<file path="src/rtl/core/slcd_pkg.sv">
// Shared constants, types and helpers for the sync/length/checksum deframer.
package slcd_pkg;

  localparam int BUFFER_DEPTH_DEF = 40;

  localparam logic [7:0] SYNC_A  = 8'hAA;
  localparam logic [7:0] SYNC_B  = 8'h55;
  localparam logic [7:0] CHAR_P  = 8'h50;

  // last index of the "PING\n" matcher
  localparam logic [2:0] PING_LAST = 3'd4;
  localparam logic [2:0] PING_LEN  = 3'd5;

  localparam logic [2:0] KIND_BODY     = 3'd0;
  localparam logic [2:0] KIND_PONG     = 3'd1;
  localparam logic [2:0] KIND_CSUM_ERR = 3'd2;
  localparam logic [2:0] KIND_EMPTY    = 3'd3;
  localparam logic [2:0] KIND_OVERSIZE = 3'd4;

  // controller -> datapath
  typedef struct packed {
    logic take;     // accept the presented byte
    logic rd;       // issue frame store read at idx
    logic load;     // load body result from read data
    logic advance;  // step idx to next body byte
  } slcd_cmd_t;

  // datapath -> controller
  typedef struct packed {
    logic burst;     // presented byte completes a good frame with a body
    logic res_valid; // result register occupied
    logic res_taken; // result transaction this cycle
    logic idx_last;  // idx points at the final body byte
  } slcd_stat_t;

  function automatic logic [7:0] ping_char(input logic [2:0] idx);
    logic [7:0] c;
    case (idx)
      3'd0:    c = 8'h50; // P
      3'd1:    c = 8'h49; // I
      3'd2:    c = 8'h4E; // N
      3'd3:    c = 8'h47; // G
      3'd4:    c = 8'h0A; // newline
      default: c = 8'h00;
    endcase
    return c;
  endfunction

endpackage

</file>
<file path="src/rtl/core/slcd_ram.sv">
// Generic single-port-write, single-port-read RAM with registered read data.
module slcd_ram import slcd_pkg::*; #(
  parameter int WIDTH = 8,
  parameter int DEPTH = BUFFER_DEPTH_DEF
) (
  input  logic                     clk,
  input  logic                     we,
  input  logic [$clog2(DEPTH)-1:0] waddr,
  input  logic [WIDTH-1:0]         wdata,
  input  logic                     re,
  input  logic [$clog2(DEPTH)-1:0] raddr,
  output logic [WIDTH-1:0]         rdata
);

  logic [WIDTH-1:0] mem [DEPTH];

  always_ff @(posedge clk) begin
    if (we) begin
      mem[waddr] <= wdata;
    end
    if (re) begin
      rdata <= mem[raddr];
    end
  end

endmodule

</file>
<file path="src/rtl/core/slcd_ctrl.sv">
// Controller: input handshake and body read-out sequencing.
module slcd_ctrl import slcd_pkg::*; (
  input  logic       clk,
  input  logic       rst,
  input  logic       rx_valid,
  output logic       rx_stall,
  input  slcd_stat_t stat,
  output slcd_cmd_t  cmd
);

  typedef enum logic [3:0] {
    ST_IDLE = 4'b0001,
    ST_READ = 4'b0010,
    ST_LOAD = 4'b0100,
    ST_HOLD = 4'b1000
  } state_t;

  state_t state, state_next;

  assign rx_stall = (state != ST_IDLE) || stat.res_valid;

  always_comb begin
    state_next  = state;
    cmd         = '0;
    case (state)
      ST_IDLE: begin
        cmd.take = rx_valid && !rx_stall;
        if (cmd.take && stat.burst) begin
          state_next = ST_READ;
        end
      end
      ST_READ: begin
        cmd.rd     = 1'b1;
        state_next = ST_LOAD;
      end
      ST_LOAD: begin
        cmd.load   = 1'b1;
        state_next = ST_HOLD;
      end
      ST_HOLD: begin
        if (stat.res_taken) begin
          if (stat.idx_last) begin
            state_next = ST_IDLE;
          end else begin
            cmd.advance = 1'b1;
            state_next  = ST_READ;
          end
        end
      end
      default: state_next = ST_IDLE;
    endcase
  end

  always_ff @(posedge clk) begin
    if (rst) begin
      state <= ST_IDLE;
    end else begin
      state <= state_next;
    end
  end

endmodule

</file>
<file path="src/rtl/core/slcd_datapath.sv">
// Datapath: ping matcher, frame parser registers, frame store and result register.
module slcd_datapath import slcd_pkg::*; #(
  parameter int BUFFER_DEPTH = BUFFER_DEPTH_DEF
) (
  input  logic       clk,
  input  logic       rst,
  input  slcd_cmd_t  cmd,
  output slcd_stat_t stat,
  input  logic [7:0] rx_byte,
  input  logic       res_stall,
  output logic       res_valid,
  output logic [2:0] kind,
  output logic [7:0] body_byte,
  output logic [7:0] position,
  output logic [7:0] frame_length,
  output logic       last
);

  localparam int         AW     = $clog2(BUFFER_DEPTH);
  localparam logic [8:0] DEPTH9 = 9'(BUFFER_DEPTH);

  logic [7:0] frame_position, frame_position_next;
  logic [7:0] running_sum, running_sum_next;
  logic [7:0] length_byte, length_byte_next;
  logic [2:0] ping_progress, ping_progress_next;
  logic [7:0] idx;

  logic       ping_hit, pong, oversize, single, burst, wr_en, idx_last;
  logic [2:0] single_kind;
  logic [7:0] rd_data;
  logic       res_taken;

  assign res_taken = res_valid && !res_stall;
  assign idx_last  = ({1'b0, idx} + 9'd2) == {1'b0, length_byte};
  assign oversize  = {1'b0, length_byte} > DEPTH9;

  always_comb begin
    ping_progress_next  = ping_progress;
    frame_position_next = frame_position;
    running_sum_next    = running_sum;
    length_byte_next    = length_byte;
    pong                = 1'b0;
    single              = 1'b0;
    single_kind         = KIND_EMPTY;
    burst               = 1'b0;
    wr_en               = 1'b0;

    ping_hit = (ping_progress < PING_LEN) && (rx_byte == ping_char(ping_progress));
    if (ping_hit) begin
      if (ping_progress == PING_LAST) begin
        pong                = 1'b1;
        ping_progress_next  = 3'd0;
      end else begin
        ping_progress_next = ping_progress + 3'd1;
      end
    end else begin
      ping_progress_next = (rx_byte == CHAR_P) ? 3'd1 : 3'd0;
    end

    if (pong) begin
      frame_position_next = 8'd0;
      single              = 1'b1;
      single_kind         = KIND_PONG;
    end else if (frame_position == 8'd0) begin
      if (rx_byte == SYNC_A) begin
        frame_position_next = 8'd1;
      end
    end else if (frame_position == 8'd1) begin
      frame_position_next = (rx_byte == SYNC_B) ? 8'd2 : 8'd0;
    end else if (frame_position == 8'd2) begin
      length_byte_next    = rx_byte;
      running_sum_next    = 8'hFF + rx_byte; // AA + 55 folded in
      frame_position_next = 8'd3;
    end else if (({1'b0, frame_position} + 9'd1) < {1'b0, length_byte}) begin
      if (!oversize && ({1'b0, frame_position} < DEPTH9)) begin
        wr_en            = 1'b1;
        running_sum_next = running_sum + rx_byte;
      end
      frame_position_next = frame_position + 8'd1;
    end else begin
      // checksum byte
      frame_position_next = 8'd0;
      if (oversize) begin
        single      = 1'b1;
        single_kind = KIND_OVERSIZE;
      end else if (rx_byte != running_sum) begin
        single      = 1'b1;
        single_kind = KIND_CSUM_ERR;
      end else if (length_byte <= 8'd4) begin
        single      = 1'b1;
        single_kind = KIND_EMPTY;
      end else begin
        burst = 1'b1;
      end
    end
  end

  assign stat = '{burst: burst, res_valid: res_valid, res_taken: res_taken,
                  idx_last: idx_last};

  slcd_ram #(
    .WIDTH(8),
    .DEPTH(BUFFER_DEPTH)
  ) u_store (
    .clk  (clk),
    .we   (cmd.take && wr_en),
    .waddr(frame_position[AW-1:0]),
    .wdata(rx_byte),
    .re   (cmd.rd),
    .raddr(idx[AW-1:0]),
    .rdata(rd_data)
  );

  // parser and matcher state
  always_ff @(posedge clk) begin
    if (rst) begin
      frame_position <= 8'd0;
      running_sum    <= 8'd0;
      length_byte    <= 8'd0;
      ping_progress  <= 3'd0;
    end else if (cmd.take) begin
      frame_position <= frame_position_next;
      running_sum    <= running_sum_next;
      length_byte    <= length_byte_next;
      ping_progress  <= ping_progress_next;
    end
  end

  always_ff @(posedge clk) begin
    if (cmd.take && burst) begin
      idx <= 8'd3;
    end else if (cmd.advance) begin
      idx <= idx + 8'd1;
    end
  end

  // result register
  always_ff @(posedge clk) begin
    if (rst) begin
      res_valid <= 1'b0;
    end else if ((cmd.take && single) || cmd.load) begin
      res_valid <= 1'b1;
    end else if (res_taken) begin
      res_valid <= 1'b0;
    end
  end

  always_ff @(posedge clk) begin
    if (cmd.take && single) begin
      kind         <= single_kind;
      body_byte    <= 8'd0;
      position     <= pong ? 8'd0 : frame_position;
      frame_length <= pong ? 8'd0 : length_byte;
      last         <= 1'b1;
    end else if (cmd.load) begin
      kind         <= KIND_BODY;
      body_byte    <= rd_data;
      position     <= idx;
      frame_length <= length_byte;
      last         <= idx_last;
    end
  end

endmodule

</file>
<file path="src/rtl/core/sync_length_checksum_deframer_top.sv">
// Top level of the sync/length/checksum deframer with "PING\n" detection.
// Results: a single result (pong, checksum error, empty, oversize) can be taken in the
//   cycle after its byte; each body result passes through the read and load states after the
//   checksum byte or the previous taken result, so a frame of length L gives L-4 of them.
// Throughput: one byte per cycle while idle with no result pending; rx stalls otherwise.
// Reset (rst, synchronous): parser hunting, matcher and sums cleared, no result pending.
module sync_length_checksum_deframer_top import slcd_pkg::*; #(
  parameter int BUFFER_DEPTH = BUFFER_DEPTH_DEF  // 8 .. 256
) (
  input  logic       clk,
  input  logic       rst,
  // received byte channel
  input  logic       rx_valid,
  output logic       rx_stall,
  input  logic [7:0] rx_byte,
  // result channel
  output logic       res_valid,
  input  logic       res_stall,
  output logic [2:0] kind,
  output logic [7:0] body_byte,
  output logic [7:0] position,
  output logic [7:0] frame_length,
  output logic       last
);

  slcd_cmd_t  cmd;
  slcd_stat_t stat;

  // Controller owns the handshake on rx and the read-out sequence of a good
  // frame; all arithmetic and storage sit in the datapath.
  slcd_ctrl u_ctrl (
    .clk     (clk),
    .rst     (rst),
    .rx_valid(rx_valid),
    .rx_stall(rx_stall),
    .stat    (stat),
    .cmd     (cmd)
  );

  // Datapath: ping matcher runs ahead of the parser; a completed "PING\n"
  // wins and sends the parser back to hunting. Body bytes 3..L-2 go to the
  // frame store unless the frame is oversize.
  slcd_datapath #(
    .BUFFER_DEPTH(BUFFER_DEPTH)
  ) u_dp (
    .clk         (clk),
    .rst         (rst),
    .cmd         (cmd),
    .stat        (stat),
    .rx_byte     (rx_byte),
    .res_stall   (res_stall),
    .res_valid   (res_valid),
    .kind        (kind),
    .body_byte   (body_byte),
    .position    (position),
    .frame_length(frame_length),
    .last        (last)
  );

endmodule

</file>
<file path="config.mk">
export PLATFORM = sky130hd
export DESIGN_NAME = sync_length_checksum_deframer_top
export DESIGN_NICKNAME = d
export VERILOG_FILES = /design/src/rtl/core/slcd_pkg.sv /design/src/rtl/core/slcd_ram.sv /design/src/rtl/core/slcd_ctrl.sv /design/src/rtl/core/slcd_datapath.sv /design/src/rtl/core/sync_length_checksum_deframer_top.sv
export SDC_FILE = /design/constraint.sdc
export NUM_CORES = 1
export LEC_CHECK = 0
export BUFFER_PORTS_ARGS = -buffer_cell sky130_fd_sc_hd__buf_2
export CELL_PAD_IN_SITES_DETAIL_PLACEMENT = 0
export CELL_PAD_IN_SITES_GLOBAL_PLACEMENT = 1
export CORE_MARGIN = 5
export CORE_UTILIZATION = 45
export DETAILED_ROUTE_END_ITERATION = 10
export GPL_TIMING_DRIVEN = 0
export PLACE_DENSITY_LB_ADDON = 0.1
export SLEW_MARGIN = 5
export SYNTH_ARGS = -nofsm -noshare
export SYNTH_HDL_FRONTEND = slang
export SYNTH_HIERARCHICAL = 1
export SYNTH_SLANG_ARGS = --single-unit
</file>
<file path="constraint.sdc">
create_clock -name clk -period 5.1 [get_ports clk]
set_input_delay 0.255 -clock clk [delete_from_list [all_inputs] [get_ports clk]]
set_output_delay 0.255 -clock clk [all_outputs]
set_load 0.02 [all_outputs]
</file>
==> results.yml, run 1 <==
outcome:
  outcome: "finished clean"
sta:
  max_clock_freq_mhz: 206
  timing.max_slew.rel_slack: 0.270
  finalMaxSlewViolations: 0
  final-hold-violation-count: 0
  finalWorstPathRequiredPeriod_ps: 4860
  timing.setup.tns_ps: 0
  max_clock_skew_ps: 23.4
  setup-violations-final: 0
  tightest_slew_ps: 1100
  rsz_0062_raised_after_global_routing: "true"
  final.period_utilization: 0.953
placement:
  post_dp_cell_area_um2: 18500
  dp_hpwl_um: 29900
  port_buffers: 41
  routabilityCongestion: 0.834
global_route:
  antenna_violations_before_repair: 0
  largest_net_degree_at_the_start_of_global_routing: 48
  global_route_wire_length_before_repair_um: 67800
  via_count_of_the_first_global_routing_pass: 10400
  global_route.usage.total: 0.208
  grt-ovfl-total: 0
power:
  cellLeakagePower_uw: 0.00638
  vdd_ir_drop_max_mv: 0.295
  p_seq_frac: 0.535
  cellInternalPower_uw: 5250
  pwr_density_cell_nw_per_um2: 332
  p_comb_frac: 0.019
  power.net_switching_uw: 1350
  clockPowerShare: 0.445
  netSwitchingFraction: 0.205
yosys:
  syn-instance-count: 1178
  synth_nets: 1216
  synthesis.area_um2: 17600
  syn_avg_cell_area_um2: 14.9
  synthArstFlopShare: 0
  synth_cell_types: 91
  yosys_warnings: 6
  yosys_register_bits: 396
  ys_seq_area_frac: 0.650
  prevailing_post_synth_register_cell: "sky130_fd_sc_hd__edfxtp_1"
  library_cell_with_the_highest_instance_count_after_synthesis: "sky130_fd_sc_hd__edfxtp_1"
  yosys-top-cells-count: "sky130_fd_sc_hd__edfxtp_1, sky130_fd_sc_hd__mux2i_1, sky130_fd_sc_hd__nor2_1"
  netlist_top_cells_area: "sky130_fd_sc_hd__edfxtp_1, sky130_fd_sc_hd__mux2i_1, sky130_fd_sc_hd__dfxtp_1, sky130_fd_sc_hd__mux4_2, sky130_fd_sc_hd__nor2_1"
  synthDominantCellAreaShare: 0.594
  synth_edf_count: 347
  post_synth_top_area_cell: "sky130_fd_sc_hd__edfxtp_1"
detailed_routing:
  finalWirelength_um: 45000
  routedWlPerCell_um: 24.8
  remaining_drc_errors: 0
  viasPerCell: 5.68
  detail-route-antenna-nets: 0
  drt_iter0_drc: 692
  drt_pre_antenna_iters: 6
  num_vias: 10300
layout:
  drive_above_1_share: 0.200
  fin_nets: 1305
  final_cell_area_um2: 19900
  syn2layout_area_growth_pct: 13.4
  n_antenna_cell: 0
floorplanning:
  boundaryPins: 42
  floorplan.core_area_um2: 38600
  fp.dieArea_um2: 43100
  die_x_um: 207
  die_h_um: 207
  fp-row-count: 72
  start_util: 0.454
clocking:
  h-tree-depth: 2
  cts.root.buffer_cell: "sky130_fd_sc_hd__clkbuf_16"
  cts_tree: "done"
  cts.sinks: 396
  clk_latency_ps: 580
  cts_buffers: 43
  clockBufferDepth: 3
  clk_transition_reported_paths_ps: 60
critical_path:
  worst-endpoint-arrival_ps: 5060
  crit_slowest_cell: "sky130_fd_sc_hd__nor2_2"
  critPathTopFamily: "simple AND/OR/NAND/NOR gates"
  critical_path_class: "flop to flop"
  max_stage_delay_ps: 510
  cp_data_required_time_ps: 5300
  critical_path_peak_fanout: 13
  worstPathBufferInverterCount: 1
  crit_path_end_kind: "flop"
  timing.critical_path.from_type: "flop"
  worstPathCellList: "ha_1 > nand3_2 > nor2_1 > xor2_1 > ha_1 > a21o_1 > a221oi_2 > o21ai_1 > nor4_4 > o21ai_2 > nor2_1 > nand2b_1 > clkbuf_1 > or2_2 > nor2_2"
flow_run:
  cap_viol_max_count: 0
hold_path:
  hp-class: "input pin to flop"
## timing repair
item | CTS | global route
gates cloned | 0 | 0
gates resized for setup | 15 | 19
setup endpoints to repair | 179 | 272
setup buffers | 0 | 0
pin swaps | 0 | 1
hold buffers | 1 | 0
hold endpoints to repair | 1 | 0
## worst register-to-register path, delay by kind of cell, from the launching register on
family / cells / cell delay (ps)
adder cells (fa/ha/maj): 2 / 590
buffers and inverters: 1 / 290
XOR/XNOR: 1 / 240
AND/OR/NAND/NOR: 7 / 2010
flip-flops: 1 / 500
AO/OA/AOI/OAI: 4 / 870
## sequential cells by signal, indices dropped and copies added (netlist names)
signal	count
u_ctrl/state	4
u_dp/body_byte	8
u_dp/frame_length	8
u_dp/frame_position	8
u_dp/idx	8
u_dp/kind	3
u_dp/last	1
u_dp/length_byte	8
u_dp/ping_progress	3
u_dp/position	8
u_dp/res_valid	1
u_dp/running_sum	8
u_dp/u_store/mem	320
u_dp/u_store/rdata	8
## power groups by stage
stage | logic, µW | clock network, µW | registers (µW)
CTS | 132 | 3020 | 3530
detailed placement | 131 | 0 | 3600
finish | 128 | 2940 | 3530
global route | 142 | 3170 | 3530
floorplan | 41.4 | 0 | 3610
global placement | 128 | 0 | 3600
## logic make-up after synthesis
kind of cell / synth area share
adders and majority gates: 0.0190
and+or+nand+nor: 0.0806
DFF: 0.650
muxes: 0.109
xor gates and xnor gates: 0.0203
buffers and inverters: 0.0300
AOI/OAI and AO/OA: 0.0915
## layout by cell type, fill, tap and decap left out, types with 13 or more instances in the layout
cell type	n
sky130_fd_sc_hd__o21ai_0	17
sky130_fd_sc_hd__buf_4	18
sky130_fd_sc_hd__clkbuf_16	44
sky130_fd_sc_hd__edfxtp_1	347
sky130_fd_sc_hd__buf_2	52
sky130_fd_sc_hd__nor2_2	20
sky130_fd_sc_hd__nor2_1	62
sky130_fd_sc_hd__clkbuf_1	29
sky130_fd_sc_hd__mux2i_1	145
sky130_fd_sc_hd__mux4_2	16
sky130_fd_sc_hd__a22o_1	24
sky130_fd_sc_hd__nand2b_1	16
sky130_fd_sc_hd__xor2_1	13
sky130_fd_sc_hd__nand2_1	40
sky130_fd_sc_hd__xnor2_1	24
sky130_fd_sc_hd__dfxtp_1	47
sky130_fd_sc_hd__nand3_1	18
sky130_fd_sc_hd__ha_1	25
sky130_fd_sc_hd__inv_1	22
sky130_fd_sc_hd__a21oi_1	49
sky130_fd_sc_hd__a22oi_1	32
## layout make-up
type,instances,area [µm²]
Clock inverter,18,180
Multi-Input combinational cell,698,5770
Timing Repair Buffer,44,234
Buffer,62,444
Fill cell,3271,18700
Sequential cell,396,11400
Clock buffer,57,1150
Tap cell,518,648
Inverter,22,82.6
## path summary, 6_finish.rpt
| path | depth (start not counted) | to | slack (ps) | from |
|---|---|---|---|---|
| worst max register to register | 15 | u_dp/u_store/mem[8][6] | 240 | u_dp/frame_position[0] |
| worst min register to register | 2 | u_dp/last | 480 | u_dp/last |
| worst min-delay path | 2 | u_ctrl/state[2] | 30 | rst |
| worst max-delay path | 15 | u_dp/u_store/mem[8][6] | 240 | u_dp/frame_position[0] |
## metal layers
layer,global-route usage,vias to the layer above,share of wire
li1,-,4756,-
met3,0.0354,52,0.048
met1,0.290,5263,0.45
met2,0.343,232,0.48
met5,0,-,0
met4,0.0515,0,0.017
## per-stage QoR
stage	power [µW]	util	instances	hold slack, ps	worst slack [ps]
6_report	6610	0.515	1815	31.6	238
5_1_grt	6840	0.515	1815	47.0	-47.2
4_1_cts	6690	0.513	1815	5.02	-241
3_5_place_dp	3730	0.477	1739	475	-233
3_3_place_gp	3730	0.476	1737	470	-345
2_1_floorplan	3650	-	1178	327	1030
(Power assumes the default switching activity.)
==> inputs of run 2 (changes only) <==
Settings changed: MAX_ROUTING_LAYER set to met4.
==> run 2 against run 1 <==
Final area is essentially flat. Core utilization is essentially flat. First-iteration DRC count decreased by 8.8%. Register-to-register slack worse by 30 ps. Sequential share of layout area fell by 0.051 points. Die area unchanged. Global-route usage rose by 0.63 points. Via count up 0.18%. Critical path depth stayed put. Sequential power hardly changed. Hold slack better by 0.61 ps. Critical path type unchanged. Largest power group unchanged.
==> results.yml, run 2 (same netlist as run 1, synthesis figures left out) <==
sta:
  timing.setup.tns_ps: 0
  layout_setup_ws_ps: 211
  tightest_slew_ps: 1110
  timing.max_slew.rel_slack: 0.260
  finalMaxSlewViolations: 0
  max_clock_freq_mhz: 205
  final-hold-violation-count: 0
  final.period_utilization: 0.959
  rsz_0062_raised_after_global_routing: "true"
  setup-violations-final: 0
  finalWorstPathRequiredPeriod_ps: 4890
  max_clock_skew_ps: 24.1
detailed_routing:
  detail-route-antenna-nets: 0
  remaining_drc_errors: 0
  drt_iter0_drc: 631
  viasPerCell: 5.69
  routedWlPerCell_um: 24.8
  num_vias: 10300
  drt_pre_antenna_iters: 5
  finalWirelength_um: 45000
layout:
  final_util: 0.516
  layout_common_cells: "sky130_fd_sc_hd__edfxtp_1, sky130_fd_sc_hd__mux2i_1, sky130_fd_sc_hd__nor2_1"
  largest-register: "u_dp/u_store/mem"
  layout_commonest_cell: "sky130_fd_sc_hd__edfxtp_1"
  drive_above_1_share: 0.202
  syn2layout_area_growth_pct: 13.5
  n_antenna_cell: 0
  final_cell_area_um2: 19900
  fin_nets: 1305
  largest_register_ff_count: 320
critical_path:
  crit_slowest_cell: "sky130_fd_sc_hd__or3_1"
  critical_path_cell_count: 15
  cp_data_required_time_ps: 5310
  worst-endpoint-arrival_ps: 5090
  r2r_setup_slack_ps: 210
  max_stage_delay_ps: 590
  worstPathCellList: "ha_1 > nand3_2 > nor2_1 > xor2_1 > ha_1 > a21o_1 > a221oi_2 > o21ai_1 > nor4_4 > o21ai_2 > nor2_1 > nand2b_1 > clkbuf_1 > or3_1 > nor2_2"
  critical_path_peak_fanout: 13
  reg2reg_depth: 15
  critical_path_class: "flop to flop"
  crit_path_end_kind: "flop"
  timing.critical_path.from_type: "flop"
  worstPathBufferInverterCount: 1
  critPathTopFamily: "simple AND/OR/NAND/NOR gates"
global_route:
  largest_net_degree_at_the_start_of_global_routing: 48
  gr-usage-met1: 0.290
  global_route.usage.total: 0.214
  m2_gr_usage: 0.343
  via_count_of_the_first_global_routing_pass: 10400
  global_route_wire_length_before_repair_um: 67800
  grt-ovfl-total: 0
  antenna_violations_before_repair: 0
  groute.layer.met3.usage: 0.0351
  grt.busiest_layer: "met2"
clocking:
  clk_latency_ps: 580
  cts.root.buffer_cell: "sky130_fd_sc_hd__clkbuf_16"
  h-tree-depth: 2
  clockBufferDepth: 3
  cts.sinks: 396
  clk_transition_reported_paths_ps: 60
  cts.repair_timing.setup_buffer_count: 0
  cts_tree: "done"
  cts_buffers: 43
floorplanning:
  floorplan.core_area_um2: 38600
  fp.dieArea_um2: 43100
  die_h_um: 207
  boundaryPins: 42
  fp-row-count: 72
  die_x_um: 207
  start_util: 0.454
flow_run:
  cap_viol_max_count: 0
placement:
  post_dp_cell_area_um2: 18500
  routabilityCongestion: 0.847
  dp_worst_setup_slack_ps: -233
  dp_hpwl_um: 29900
  port_buffers: 41
power:
  pwr_density_cell_nw_per_um2: 332
  total_power_uw: 6610
  cellLeakagePower_uw: 0.00638
  vdd_ir_drop_max_mv: 0.295
outcome:
  outcome: "finished clean"
hold_path:
  hp-class: "input pin to flop"
  min_delay_path_depth: 2
==> run 2: power breakdown <==
group	internal [µW]	leakage (µW)	total, µW	switching [µW]
Combinational	28.7	0.00218	129	99.9
Sequential	3530	0.00356	3530	9.15
Clock	1700	0.000637	2950	1250
Total	5250	0.00638	6610	1360
==> run 2: worst paths after layout <==
check,startpoint,to
worst max register to register,u_dp/frame_position[0],u_dp/u_store/mem[20][1]
worst min register to register,u_dp/last,u_dp/last
worst max-delay path,u_dp/frame_position[0],u_dp/u_store/mem[20][1]
worst min-delay path,rst,u_ctrl/state[2]
==> run 2: stage by stage <==
stage	hold slack, ps	cells
after floorplan	327	1178
final	32.3	1815
after CTS	5.02	1815
after global placement	470	1737
after detailed placement	475	1739
after global routing	47.0	1815
==> run 2: timing repair <==
| action | CTS | global route |
|---|---|---|
| hold endpoints to repair | 1 | 0 |
| hold buffers | 1 | 0 |
| gates cloned | 0 | 0 |
| pin swaps | 0 | 1 |
| setup endpoints to repair | 179 | 272 |
| resized for setup | 15 | 24 |
==> run 2: final cells by class <==
class / instances / area [µm²]
Sequential cell: 396 / 11400
Inverter: 22 / 82.6
Clock inverter: 18 / 180
Fill cell: 3271 / 18700
Multi-Input combinational cell: 698 / 5790
Buffer: 62 / 444
Timing Repair Buffer: 44 / 234
Tap cell: 518 / 648
Clock buffer: 57 / 1150
==> run 2: metal layers <==
layer | routed length [µm] | part of all wire
met1 | 20500 | 0.46
met2 | 21600 | 0.48
met3 | 2040 | 0.045
met4 | 833 | 0.019
met5 | 0 | 0
==> inputs of run 3 (changes only) <==
Settings changed: ABC_AREA set to 1.
==> run 3 against run 2 <==
Global-route usage grew 2.1 points. Synthesized cell count increased by 48%. Fmax increased by 4.3%. Area after synthesis increased by 1.6%. Wire length is 12% higher. First-iteration DRC count up 58%. Sequential power about the same. Clock skew about the same. Flip-flop and latch count did not move. Cell count is 31% higher. Non-clock buffer count rose by 18. Die area is 1.6% higher. Largest power group unchanged.
==> results.yml, run 3 <==
layout:
  layout_common_cells: "sky130_fd_sc_hd__nand2_1, sky130_fd_sc_hd__edfxtp_1, sky130_fd_sc_hd__nand3_1"
  drive_above_1_share: 0.105
  fin_nets: 1864
  syn2layout_area_growth_pct: 11.9
  layout_commonest_cell: "sky130_fd_sc_hd__nand2_1"
  fin_cells: 2382
  final_util: 0.506
  largest-register: "u_dp/u_store/mem"
  largest_register_ff_count: 320
  fillerInstances: 3716
sta:
  timing.setup.tns_ps: 0
  final.period_utilization: 0.919
  final-hold-violation-count: 0
  timing.max_slew.rel_slack: 0.220
  fin_worst_hold_slack_ps: 36.8
  finalWorstPathRequiredPeriod_ps: 4690
  tightest_slew_ps: 1170
  max_clock_freq_mhz: 213
  max_clock_skew_ps: 24.0
  setup-violations-final: 0
  rsz_0062_raised_after_global_routing: "false"
  finalMaxSlewViolations: 0
yosys:
  synth_edf_count: 347
  synth_cell_types: 44
  synthesis.area_um2: 17800
  prevailing_post_synth_register_cell: "sky130_fd_sc_hd__edfxtp_1"
  ys_seq_area_frac: 0.639
  yosys_warnings: 6
  syn-instance-count: 1740
  synth_nets: 1778
  yosys_register_bits: 396
  netlist_top_cells_area: "sky130_fd_sc_hd__edfxtp_1, sky130_fd_sc_hd__nand2_1, sky130_fd_sc_hd__nand3_1, sky130_fd_sc_hd__dfxtp_1, sky130_fd_sc_hd__nor2_1"
  post_synth_top_area_cell: "sky130_fd_sc_hd__edfxtp_1"
  syn_avg_cell_area_um2: 10.3
  yosys-top-cells-count: "sky130_fd_sc_hd__nand2_1, sky130_fd_sc_hd__edfxtp_1, sky130_fd_sc_hd__nand3_1"
  synthDominantCellAreaShare: 0.584
  synthArstFlopShare: 0
  library_cell_with_the_highest_instance_count_after_synthesis: "sky130_fd_sc_hd__nand2_1"
critical_path:
  crit_end: "u_dp/u_store/mem[28][3]"
  max_stage_delay_ps: 880
  crit_slowest_cell: "sky130_fd_sc_hd__nor2_1"
  cp_data_required_time_ps: 5260
  r2r_setup_slack_ps: 410
  worst-endpoint-arrival_ps: 4850
  crit_start: "u_dp/frame_position[0]"
  reg2reg_depth: 16
  timing.critical_path.from_type: "flop"
  crit-reg2reg-capture: "u_dp/u_store/mem[28][3]"
  critical_path_class: "flop to flop"
  rr_startpoint: "u_dp/frame_position[0]"
  crit_path_end_kind: "flop"
  worstPathCellList: "ha_1 > nand2_1 > nor2_2 > nand3_1 > xor2_1 > ha_1 > a21o_1 > nand3_1 > nand2_1 > nor2_1 > nand2_2 > nor2_1 > and3_1 > clkbuf_1 > nand3_1 > nor2_1"
  critical_path_peak_fanout: 12
clocking:
  cts.repair_timing.setup_buffer_count: 0
  cts.sinks: 396
  h-tree-depth: 2
  cts.root.buffer_cell: "sky130_fd_sc_hd__clkbuf_16"
  cts_tree: "done"
  clk_transition_reported_paths_ps: 60
  clk_latency_ps: 560
  clockBufferDepth: 3
  cts_buffers: 42
detailed_routing:
  num_vias: 12800
  met3_length_um: 2660
  met2_length_um: 24400
  topRoutingLayerUsed: "met4"
  detail_route.wirelength.met1_um: 22000
  detail-route-antenna-nets: 0
  routedWlPerCell_um: 21.2
  drt_iter0_drc: 996
  drt_pre_antenna_iters: 5
  finalWirelength_um: 50400
  viasPerCell: 5.36
  remaining_drc_errors: 0
power:
  netSwitchingFraction: 0.231
  cellLeakagePower_uw: 0.00769
  total_power_uw: 6870
  p_seq_frac: 0.517
  cellInternalPower_uw: 5290
  power.net_switching_uw: 1580
  vdd_ir_drop_max_mv: 0.190
  clockPowerShare: 0.411
  p_comb_frac: 0.072
  pwr_density_cell_nw_per_um2: 344
global_route:
  grt-ovfl-total: 0
  antenna_violations_before_repair: 1
  global_route.usage.total: 0.235
  via_count_of_the_first_global_routing_pass: 12300
  largest_net_degree_at_the_start_of_global_routing: 49
  global_route_wire_length_before_repair_um: 75300
placement:
  dp_cells: 2306
  dp_hpwl_um: 33600
  port_buffers: 41
  routabilityCongestion: 0.898
floorplanning:
  die_h_um: 209
  fp.dieArea_um2: 43700
  floorplan.core_area_um2: 39500
  boundaryPins: 42
  die_x_um: 209
  fp-row-count: 73
  start_util: 0.452
flow_run:
  cap_viol_max_count: 0
hold_path:
  hp-class: "input pin to flop"
outcome:
  outcome: "finished clean"
## run 3: cells by family (layout without fill, tap and decap cells)
kind of cell | after synthesis | in the layout | synth area share
AND/OR/NAND/NOR | 964 | 964 | 0.234
flip-flops | 396 | 396 | 0.639
buffers and inverters | 197 | 313 | 0.0519
AO/OA/AOI/OAI | 121 | 121 | 0.0386
XOR/XNOR | 36 | 36 | 0.0177
adder cells (fa/ha/maj) | 26 | 26 | 0.0187
other | 0 | 1 | 0
## run 3: what timing repair did
item / CTS / global route
endpoints found under the hold margin: 3 / 0
gates resized for setup: 0 / 1
setup endpoints to repair: 0 / 8
hold buffers: 1 / 0
## run 3: power by group through the flow
stage          logic [µW]  registers (µW)  clock network (µW)
2_1_floorplan         275            3640                   0
3_3_place_gp          490            3620                   0
3_5_place_dp          492            3620                   0
4_1_cts               495            3560                2880
5_1_grt               545            3560                3010
6_report              493            3560                2820
## run 3: per-layer routing
layer  vias to the layer above  GRT usage
li1                       6131          -
met1                      6191      0.308
met2                       361      0.386
met3                        85     0.0312
met4                         0     0.0702
met5                         -          -
## run 3: worst max-delay path: cells and delay by family, from the launching register on
| kind | cells | cell delay [ps] |
|---|---|---|
| AND/OR/NAND/NOR | 11 | 2400 |
| flip-flops | 1 | 590 |
| AO/OA/AOI/OAI | 1 | 190 |
| XOR/XNOR | 1 | 230 |
| buffers and inverters | 1 | 330 |
| adder cells (fa/ha/maj) | 2 | 550 |
## run 3: through the flow
stage / worst slack [ps] / area [µm²]
floorplan: 1550 / 17800
global placement: 454 / 18700
detailed placement: 431 / 18700
CTS: 409 / 20000
global route: 7.30 / 20000
finish: 412 / 20000
## run 3: worst min-delay path by stage
stage          cells past startpoint               from                 to
5_1_grt                            4           rx_valid    u_ctrl/state[0]
3_3_place_gp                       2  u_dp/body_byte[2]  u_dp/body_byte[2]
4_1_cts                            4           rx_valid    u_ctrl/state[0]
2_1_floorplan                      1                rst    u_ctrl/state[3]
6_report                           4           rx_valid    u_ctrl/state[0]
3_5_place_dp                       2  u_dp/body_byte[5]  u_dp/body_byte[5]
## run 3: area by class of cell
cell class	instances	area (µm²)	area share
sequential	396	11400	0.571
multi-input combinational	1147	5510	0.276
clock buffer	64	1190	0.0599
tap	525	657	0.0329
buffer	82	492	0.0246
inverter	115	434	0.0217
timing repair buffer	42	215	0.0108
clock inverter	10	53.8	0.00269
antenna	1	2.50	0.000125
